--- src/design/mms_pkg.sv ---
// Shared types and constants for the mean and median sample set unit.
package mms_pkg;

  localparam int SET_SIZE_DEF = 15;
  localparam int SAMPLE_W     = 16;
  localparam int MEAN_W       = 24;
  localparam int MEDIAN_W     = 17;
  localparam int MEAN_SHIFT   = 8;

  typedef enum logic {
    ST_IDLE,
    ST_DIV
  } st_t;

  // Per-cell insertion control.
  typedef struct packed {
    logic ins;   // sample is being inserted this cycle
    logic occ;   // cell holds an entry of the current set
    logic tail;  // cell is the first free slot
  } cell_ctl_t;

endpackage

--- src/design/mms_cell.sv ---
// One slot of the sorted insertion chain.
module mms_cell (
  input  logic                                  clk,
  input  mms_pkg::cell_ctl_t                    ctl_i,
  input  logic signed [mms_pkg::SAMPLE_W-1:0]   sample_i,
  input  logic signed [mms_pkg::SAMPLE_W-1:0]   left_val_i,
  input  logic                                  left_gt_i,
  output logic signed [mms_pkg::SAMPLE_W-1:0]   val_o,
  output logic                                  gt_o
);

  logic signed [mms_pkg::SAMPLE_W-1:0] val_r;

  assign val_o = val_r;
  assign gt_o  = ctl_i.occ && (val_r > sample_i);

  // Larger entries move one slot right; the gap takes the new sample.
  always_ff @(posedge clk) begin
    if (ctl_i.ins && (gt_o || ctl_i.tail)) begin
      val_r <= left_gt_i ? left_val_i : sample_i;
    end
  end

endmodule

--- src/design/mms_div.sv ---
// Division by a constant through multiplication with a scaled reciprocal.
module mms_div #(
  parameter int DIVISOR = mms_pkg::SET_SIZE_DEF,
  parameter int DW      = 28
) (
  input  logic          clk,
  input  logic          rst_n,
  input  logic          start_i,
  input  logic [DW-1:0] dividend_i,
  output logic          done_o,
  output logic [DW-1:0] quo_o
);

  // Exact for every dividend below 2**DW: the reciprocal's rounding error
  // times the largest dividend stays under one unit of the quotient.
  localparam int              SHIFT   = DW + $clog2(DIVISOR);
  localparam longint unsigned RECIP   =
    ((64'd1 << SHIFT) + 64'(DIVISOR) - 64'd1) / 64'(DIVISOR);
  localparam int              MW      = $clog2(RECIP + 64'd1);
  localparam int              PW      = SHIFT + DW;
  localparam logic [MW-1:0]   RECIP_M = MW'(RECIP);

  logic          run_r;
  logic          done_r;
  logic [DW-1:0] dd_r;
  logic [DW-1:0] quo_r;
  logic [PW-1:0] prod;

  assign prod   = PW'(dd_r) * PW'(RECIP_M);
  assign done_o = done_r;
  assign quo_o  = quo_r;

  always_ff @(posedge clk) begin
    if (!rst_n) begin
      run_r  <= 1'b0;
      done_r <= 1'b0;
    end else begin
      run_r  <= start_i;
      done_r <= run_r;
    end
  end

  // Operand is registered first, the product the cycle after.
  always_ff @(posedge clk) begin
    if (start_i) begin
      dd_r <= dividend_i;
    end
    if (run_r) begin
      quo_r <= prod[PW-1:SHIFT];
    end
  end

endmodule

--- src/design/mean_and_median_of_sample_set_unit.sv ---
// Top level: sorted insertion chain, running sum and mean divider.
//
// One sample is taken per cycle while busy is low (start high, busy low).
// A sample that is zero or odd is flagged as not accepted and leaves the set
// as it was. Each accepted sample drops into a chain of SET_SIZE cells that
// keeps the set in ascending order. For a sample that does not finish the
// set, its result strobes out_valid the next cycle. The sample that finishes
// the set raises busy while the mean is formed: the divider first registers
// the sum magnitude, then multiplies it by a scaled reciprocal of SET_SIZE.
// Its result, with set_done, mean and median, strobes out_valid in the first
// cycle with busy low again. Results cannot be held off, so they must be
// taken in the cycle they appear.
module mean_and_median_of_sample_set_unit #(
  parameter int SET_SIZE = mms_pkg::SET_SIZE_DEF
) (
  input  logic                                  clk,
  input  logic                                  rst_n,
  input  logic                                  start,
  output logic                                  busy,
  input  logic signed [mms_pkg::SAMPLE_W-1:0]   in_sample,
  output logic                                  out_valid,
  output logic                                  out_accepted,
  output logic                                  out_set_done,
  output logic signed [mms_pkg::MEAN_W-1:0]     out_mean_scaled,
  output logic signed [mms_pkg::MEDIAN_W-1:0]   out_median_halves
);

  localparam int SW   = mms_pkg::SAMPLE_W;
  localparam int SUMW = SW + $clog2(SET_SIZE);
  localparam int DW   = SUMW + mms_pkg::MEAN_SHIFT;
  localparam int CW   = $clog2(SET_SIZE + 1);
  localparam int MID  = SET_SIZE / 2;
  localparam bit ODD  = (SET_SIZE % 2) != 0;

  mms_pkg::st_t state_r, state_nxt;

  logic                  take;
  logic                  good;
  logic                  ins;
  logic                  last;
  logic [CW-1:0]         count_r;
  logic signed [SUMW-1:0] sum_r;
  logic signed [SUMW-1:0] sum_nxt;
  logic [SUMW-1:0]       sum_mag;
  logic                  neg_r;
  logic                  div_start;
  logic                  div_done;
  logic [DW-1:0]         quo;
  logic [DW-1:0]         quo_signed;
  logic signed [mms_pkg::MEDIAN_W-1:0] median;

  logic signed [SW-1:0] vals [SET_SIZE];
  logic                 gts  [SET_SIZE];

  logic                 valid_r;
  logic                 acc_r;
  logic                 done_r;
  logic signed [mms_pkg::MEAN_W-1:0]   mean_r;
  logic signed [mms_pkg::MEDIAN_W-1:0] med_r;

  assign busy      = (state_r == mms_pkg::ST_DIV);
  assign take      = start && !busy;
  assign good      = (in_sample != '0) && !in_sample[0];
  assign ins       = take && good;
  assign last      = (count_r == CW'(SET_SIZE - 1));
  assign sum_nxt   = sum_r + SUMW'(in_sample);
  assign sum_mag   = sum_nxt[SUMW-1] ? (~sum_nxt + 1'b1) : sum_nxt;
  assign div_start = ins && last;

  // Insertion chain
  for (genvar i = 0; i < SET_SIZE; i++) begin : g_cell
    mms_pkg::cell_ctl_t ctl;
    assign ctl = {ins, count_r > CW'(i), count_r == CW'(i)};
    if (i == 0) begin : g_head
      mms_cell u_cell (
        .clk        (clk),
        .ctl_i      (ctl),
        .sample_i   (in_sample),
        .left_val_i (in_sample),
        .left_gt_i  (1'b0),
        .val_o      (vals[i]),
        .gt_o       (gts[i])
      );
    end else begin : g_body
      mms_cell u_cell (
        .clk        (clk),
        .ctl_i      (ctl),
        .sample_i   (in_sample),
        .left_val_i (vals[i-1]),
        .left_gt_i  (gts[i-1]),
        .val_o      (vals[i]),
        .gt_o       (gts[i])
      );
    end
  end

  mms_div #(
    .DIVISOR (SET_SIZE),
    .DW      (DW)
  ) u_div (
    .clk        (clk),
    .rst_n      (rst_n),
    .start_i    (div_start),
    .dividend_i ({sum_mag, mms_pkg::MEAN_SHIFT'(0)}),
    .done_o     (div_done),
    .quo_o      (quo)
  );

  assign quo_signed = neg_r ? (~quo + 1'b1) : quo;

  // Cells hold the full sorted set until the next accepted sample.
  if (ODD) begin : g_med_odd
    assign median = {vals[MID], 1'b0};
  end else begin : g_med_even
    assign median = mms_pkg::MEDIAN_W'(vals[MID-1]) + mms_pkg::MEDIAN_W'(vals[MID]);
  end

  always_comb begin
    state_nxt = state_r;
    case (state_r)
      mms_pkg::ST_IDLE: begin
        if (div_start) begin
          state_nxt = mms_pkg::ST_DIV;
        end
      end
      mms_pkg::ST_DIV: begin
        if (div_done) begin
          state_nxt = mms_pkg::ST_IDLE;
        end
      end
      default: state_nxt = mms_pkg::ST_IDLE;
    endcase
  end

  always_ff @(posedge clk) begin
    if (!rst_n) begin
      state_r <= mms_pkg::ST_IDLE;
      count_r <= '0;
      sum_r   <= '0;
      valid_r <= 1'b0;
    end else begin
      state_r <= state_nxt;
      valid_r <= (take && !div_start) || (busy && div_done);
      if (ins) begin
        if (last) begin
          count_r <= '0;
          sum_r   <= '0;
        end else begin
          count_r <= count_r + 1'b1;
          sum_r   <= sum_nxt;
        end
      end
    end
  end

  always_ff @(posedge clk) begin
    if (div_start) begin
      neg_r <= sum_nxt[SUMW-1];
    end
    if (busy && div_done) begin
      acc_r  <= 1'b1;
      done_r <= 1'b1;
      mean_r <= quo_signed[mms_pkg::MEAN_W-1:0];
      med_r  <= median;
    end else if (take) begin
      acc_r  <= good;
      done_r <= 1'b0;
      mean_r <= '0;
      med_r  <= '0;
    end
  end

  assign out_valid         = valid_r;
  assign out_accepted      = acc_r;
  assign out_set_done      = done_r;
  assign out_mean_scaled   = mean_r;
  assign out_median_halves = med_r;

endmodule

--- config.mk ---
export PLATFORM = sky130hd
export DESIGN_NAME = mean_and_median_of_sample_set_unit
export DESIGN_NICKNAME = d
export VERILOG_FILES = /design/src/design/mms_pkg.sv /design/src/design/mms_cell.sv /design/src/design/mms_div.sv /design/src/design/mean_and_median_of_sample_set_unit.sv
export SDC_FILE = /design/constraint.sdc
export NUM_CORES = 1
export LEC_CHECK = 0
export ABC_AREA = 1
export BUFFER_PORTS_ARGS = -buffer_cell sky130_fd_sc_hd__buf_2
export CORE_ASPECT_RATIO = 1.25
export CORE_MARGIN = 4
export CORE_UTILIZATION = 50
export DETAILED_ROUTE_END_ITERATION = 8
export PLACE_DENSITY = 0.72
export SLEW_MARGIN = 30
export SYNTH_ARGS = -nofsm -noshare
export SYNTH_HDL_FRONTEND = slang
export SYNTH_SLANG_ARGS = --single-unit
--- constraint.sdc ---
create_clock -name clk -period 7 [get_ports clk]
set_clock_uncertainty 0.1 [all_clocks]
set_input_delay 0.7 -clock clk [delete_from_list [all_inputs] [get_ports clk]]
set_output_delay 0.7 -clock clk [all_outputs]
set_load 0.1 [all_outputs]
======== Yosys cells after proc, flatten, opt, wreduce, memory -nomap -nowiden ========
Index checks and enable logic that the tools add are counted.
operators by class
  $lt $le $gt $ge ......................... 16
  equal/unequal tests ..................... 8
  bitwise gates (word level) .............. 3
  $add $sub $neg .......................... 4
  mux-type cells .......................... 18
  $mul .................................... 1
  reduce and logical (&&, ||, !) cells .... 37
operators with widths
  operator                  count
  $gt A16 B16 Y1            8
  $mux W16                  7
  $mux W24                  3
  $mul A20 B28 Y47 const B  1
  $mux W17                  2
  $add A24 B1 Y24 const B   1
  $not A24 Y24              1
  $logic_and A1 B1 Y1       22
  $add A20 B1 Y20 const B   1
  $add A20 B16 Y20          1
  $mux W20                  1
  $not A20 Y20              1
  $mux W19                  1
  $eq A4 B3 Y1 const B      4
  $gt A4 B3 Y1 const B      4
  $reduce_bool A16 Y1       1
  $logic_or A1 B1 Y1        9
  $eq A4 B2 Y1 const B      2
  $gt A4 B1 Y1 const B      2
  $gt A4 B2 Y1 const B      2
  $add A4 B1 Y4 const B     1
  $eq A4 B1 Y1 const B      1
  $eq A4 B4 Y1 const B      1
  $logic_not A4 Y1          1
  6 further kinds           9
word-level totals
  flip-flop bits (word level) ............. 243
  word-level logic and storage cells ...... 109
  bits of input ports ..................... 19

======== Depth between registers and ports, before layout ========
  word-level depth ........................ 7
  depth in mapped cells ................... 23
  gate-level depth less buffers ........... 22

======== By module ========
A second synthesis with hierarchy kept.
second synthesis, totals
  cell total of the unflattened synthesis .. 3079
  area, all modules ....................... 24606.1 um^2
modules (own cells, without submodules)
  module                              times used  sequential area each (um^2)  area an instance (um^2)  cells an instance
  mms_div                             1           1631.6                       10426.2                  1262
  mms_cell                            8           480.5                        1156.1                   138
  mean_and_median_of_sample_set_unit  1           1791.7                       4931.0                   713

======== Worst setup path after synthesis ========
OpenSTA, ideal clock, no wires.
  kind .................................... reg2reg
  from .................................... register u_div.dd_r[23]
  to ...................................... register u_div.quo_r[20] (netlist: u_div.quo_o[20]), data pin
  period minus slack after synthesis ...... 5.007 ns
  slack ................................... 1.993 ns
  path buffers ............................ 0
  data required time ...................... 6.641 ns
  stages on the path, launching flop included .. 18
  arrival time ............................ 4.649 ns
  library setup time ...................... 0.259 ns
  cells stage by stage .................... edfxtp_1 > ha_1 > fa_1 > inv_1 > fa_1 > fa_1 > inv_1 > fa_1 > fa_1 > ha_1 > nand2_1 > nor2_1 > inv_1 > nor4_2 > nand3_1 > nand3_1 > and2_1 > xor2_1
on the way
  word-level cells in the longest chain between the ends .. 1
RTL lines
  what                      RTL line       RTL
  start: declaration        mms_div.sv:25  logic [DW-1:0] dd_r;
  start signal: assignment  mms_div.sv:46  dd_r <= dividend_i;
  $mul A20 B28 Y47          mms_div.sv:29  assign prod = PW'(dd_r) * PW'(RECIP_M);
  named net u_div.prod[52]  mms_div.sv:27  logic [PW-1:0] prod;
  end signal: assignment    mms_div.sv:49  quo_r <= prod[PW-1:SHIFT];
  end: declaration          mms_div.sv:26  logic [DW-1:0] quo_r;
The timed path passes the listed nets, and every way through them passes these cells.
A chain may end at the register's enable or synchronous reset.

======== Worst setup path after layout ========
  from .................................... register u_div.dd_r[23]
  to ...................................... register u_div.quo_r[11] (netlist: u_div.quo_o[11]), data pin
Same word-level chain as after synthesis.

==> flow_metrics.tcl <==
set metrics [dict create \
    ctsHtreeMaxLevel 1 \
    nets 2779 \
    slowest_cell_on_the_critical_path "sky130_fd_sc_hd__fa_1" \
    tritoncts.num_buffers 27 \
    design.die.area_um2 42400 \
    cts_root_buffer "sky130_fd_sc_hd__clkbuf_16" \
    syn_inst 2353 \
    final_util 0.556 \
    synth-simple-area-share 0.194 \
    number_of_antenna_violations_at_the_first_check_in_global_routing 1 \
    cts_sinks 243 \
    clk_path_buf_depth 3 \
    finalSetupViolCount 0 \
    port_buffers 62 \
    finalMaxSlewViolations 0 \
    critPathLaunchType "flip-flop" \
    global_route.usage.total 0.231 \
    globalplace.congestion 0.959 \
    floorplan.io_pins 64 \
    power.density_cell_area_nw_per_um2 168 \
    clkLatencyLatePin_ns 0.57 \
    synth_area_per_cell_um2 8.33 \
    netlist_area_um2 19600 \
    timing_limited_maximum_frequency_ghz 0.182 \
    wire_length_of_the_first_global_routing_pass_um 79200 \
    final_layout_size_suffix_gt1_frac 0.0624 \
    yosys.cell_types.count 49 \
    synth_top_cell_by_area "sky130_fd_sc_hd__edfxtp_1" \
    compound_gate_fraction_of_synth_area 0.108 \
    path_cells "ha_1 -> fa_1 -> inv_1 -> fa_1 -> fa_1 -> inv_1 -> fa_1 -> fa_1 -> ha_1 -> nand2_1 -> nor2_1 -> inv_1 -> nor2_1 -> and3_1 -> a21oi_1 -> o21ai_0 -> xor2_1" \
    cts_repair_resized_insts 0 \
    design.core.area_um2 38400 \
    grt_max_degree 42 \
    rsz0062_at_grt "no" \
    synth_sequential_area_ratio 0.357 \
    outcome "finished, final reports clean" \
    crit_path_max_fanout 5 \
    path_common_cell "sky130_fd_sc_hd__fa_1" \
    synth_edf_count 213 \
    yosysTopAreaCellShare 0.326 \
    yosys-mux-area-fraction 0 \
    synth_top_family_by_area "adder cells" \
    postRouteWirelength_um 49700 \
    clock_tree_from_tritoncts "done" \
    post_synth_main_area_contributors "sky130_fd_sc_hd__edfxtp_1, sky130_fd_sc_hd__ha_1, sky130_fd_sc_hd__nand2_1" \
    grt_overflow 0 \
    routedWlPerCell_um 17.0 \
    drc_errors 0 \
    drt_first_pass_iters 5 \
    ys.warnings.count 0 \
    rows 80 \
    worst_slew_pin_slew_ns 0.958 \
    yosys.area_share.adder 0.240 \
    yosys-top-cells-count "sky130_fd_sc_hd__nand2_1, sky130_fd_sc_hd__inv_1, sky130_fd_sc_hd__ha_1, sky130_fd_sc_hd__edfxtp_1, sky130_fd_sc_hd__nor2_1" \
    postCtsHoldBufs 0 \
    routed-via-count 16000 \
    syn_to_final_growth_pct 8.97 \
    detail_route.iter0.violations 926 \
    initial_utilization 0.510 \
    final_min_period_over_clock_period 0.786 \
    ir_worst_vdd_mv 0.183 \
    worstHoldPathType "reg2reg" \
    first_global_vias 16000 \
    criticalPathCategory "reg2reg" \
    synthArstFlopShare 0 \
    fin_tns_setup_ns 0 \
    dominantRegCellSynth "sky130_fd_sc_hd__edfxtp_1" \
    critical_path.endpoint_type "flip-flop" \
    hold_violations 0 \
    timing.critical_path.slowest_cell_delay_ns 0.63 \
    worst-endpoint-required_ns 7.21 \
    worst_slew_margin_rel 0.361 \
    place_hpwl_um 39800 \
    n_antenna_cell 0 \
    floorplan.die.height_um 229 \
    post-route-min-period_ns 5.50 \
    synthXorXnorAreaFrac 0.0165 \
    ys_ff_latch 243 \
    number_of_nets_produced_by_synthesis 2716 \
    crit_arrival_ns 5.71 \
    yosysMostFrequentCell "sky130_fd_sc_hd__nand2_1" \
    antenna_left 0 \
    post_cts.repair.setup_buffers 0 \
    cellLeakagePower_nw 10.4 \
    cts.reportedPaths.clkPinSlew_ns 0.06 \
    route.detailed.vias_per_inst 5.46 \
    max_cap_viol_count 0 \
    dieWidth_um 185 \
]
## through the flow
| step | power, W | instance area (µm²) | hold WS [ns] | setup WS, ns | cells |
|---|---|---|---|---|---|
| after floorplan | 0.00204 | 19600 | 0.348 | 1.99 | 2353 |
| after global placement | 0.00215 | 20400 | 0.329 | 1.69 | 2878 |
| after detailed placement | 0.00217 | 20400 | 0.360 | 1.55 | 2878 |
| after CTS | 0.00361 | 21300 | 0.328 | 1.54 | 2928 |
| after global routing | 0.00373 | 21400 | 0.351 | 1.21 | 2929 |
| final | 0.00358 | 21400 | 0.360 | 1.50 | 2929 |
## where the power goes
group          leakage, nW  total [W]  internal [W]  switching (W)
combinational         7.78   0.000513      0.000146       0.000366
clock                0.448    0.00144      0.000828       0.000610
sequential            2.22    0.00163       0.00162      0.0000134
## final timing paths
path                                                start                         to  slack [ns]  depth (start not counted)
worst max-delay path             u_div.dd_r[23]$_DFFE_PP_  u_div.quo_o[11]$_DFFE_PP_        1.50                         17
worst min-delay path            out_set_done$_SDFFE_PP1P_  out_set_done$_SDFFE_PP1P_        0.36                          2
worst max register to register   u_div.dd_r[23]$_DFFE_PP_  u_div.quo_o[11]$_DFFE_PP_        1.50                         17
worst min register to register  out_set_done$_SDFFE_PP1P_  out_set_done$_SDFFE_PP1P_        0.36                          2
## registers in the layout, indices dropped and copies added, names as in the netlist
signal / cells
g_cell.g_body.u_cell.val_o: 112
busy: 1
u_div.quo_o: 24
u_div.run_r: 1
u_div.done_o: 1
sum_r: 20
out_accepted: 1
out_set_done: 1
out_valid: 1
g_cell.g_head.u_cell.val_o: 16
count_r: 4
out_mean_scaled: 24
out_median_halves: 16
neg_r: 1
u_div.dd_r: 20
## per-layer routing
metal  vias up  GRT usage  part of all wire
li1       8011          -                 -
met1      7447      0.276              0.40
met2       416      0.407              0.49
met3       113     0.0335             0.054
met4         2      0.106             0.051
met5         -          0           0.00095
## layout make-up
| type | instances | area [µm²] |
|---|---|---|
| timing repair buffer | 76 | 419 |
| clock buffer | 40 | 795 |
| fill | 3494 | 17100 |
| clock inverter | 10 | 100 |
| sequential | 243 | 7000 |
| multi-input combinational | 1680 | 11000 |
| tap | 492 | 616 |
| inverter | 388 | 1460 |
## worst max-delay path, delay by kind of cell, from the launching register on
family | cells | cell delay, ns
and+or+nand+nor | 4 | 0.65
AOI/OAI and AO/OA | 2 | 0.33
DFF | 1 | 0.44
adders and majority gates | 7 | 3.31
xor gates and xnor gates | 1 | 0.10
buffers and inverters | 3 | 0.31
## cell usage in the layout, fill, tap and decap left out, types with 3 or more instances in the layout
cell type                   instances
sky130_fd_sc_hd__nand2_1          480
sky130_fd_sc_hd__inv_1            386
sky130_fd_sc_hd__ha_1             292
sky130_fd_sc_hd__edfxtp_1         213
sky130_fd_sc_hd__nor2_1           204
sky130_fd_sc_hd__a21oi_1          200
sky130_fd_sc_hd__o21ai_0          138
sky130_fd_sc_hd__nand3_1           91
sky130_fd_sc_hd__buf_2             62
sky130_fd_sc_hd__fa_1              52
sky130_fd_sc_hd__nand4_1           41
sky130_fd_sc_hd__nor3_1            30
sky130_fd_sc_hd__dfxtp_1           29
sky130_fd_sc_hd__clkbuf_16         27
sky130_fd_sc_hd__xor2_1            26
sky130_fd_sc_hd__nand2_2           13
sky130_fd_sc_hd__buf_4             13
sky130_fd_sc_hd__a21o_1            12
sky130_fd_sc_hd__nor4_1            11
sky130_fd_sc_hd__xnor2_1           11
sky130_fd_sc_hd__a31oi_1           10
sky130_fd_sc_hd__o21a_1             8
sky130_fd_sc_hd__nand3b_1           7
sky130_fd_sc_hd__clkbuf_8           7
sky130_fd_sc_hd__o21bai_1           6
sky130_fd_sc_hd__and3_1             6
sky130_fd_sc_hd__o211ai_1           6
sky130_fd_sc_hd__clkbuf_1           6
sky130_fd_sc_hd__clkinv_2           6
sky130_fd_sc_hd__nand3_2            5
sky130_fd_sc_hd__a21boi_0           4
sky130_fd_sc_hd__nor2_2             4
sky130_fd_sc_hd__o21ai_1            3
## kinds of logic (layout without fill, tap and decap cells)
| kind of cell | count (synthesis) | after routing |
|---|---|---|
| and+or+nand+nor | 901 | 901 |
| AOI/OAI and AO/OA | 397 | 397 |
| other | 1 | 1 |
| adders and majority gates | 344 | 344 |
| xor gates and xnor gates | 37 | 37 |
| DFF | 243 | 243 |
| buffers and inverters | 430 | 514 |
Power figures use the tool's default switching activity.
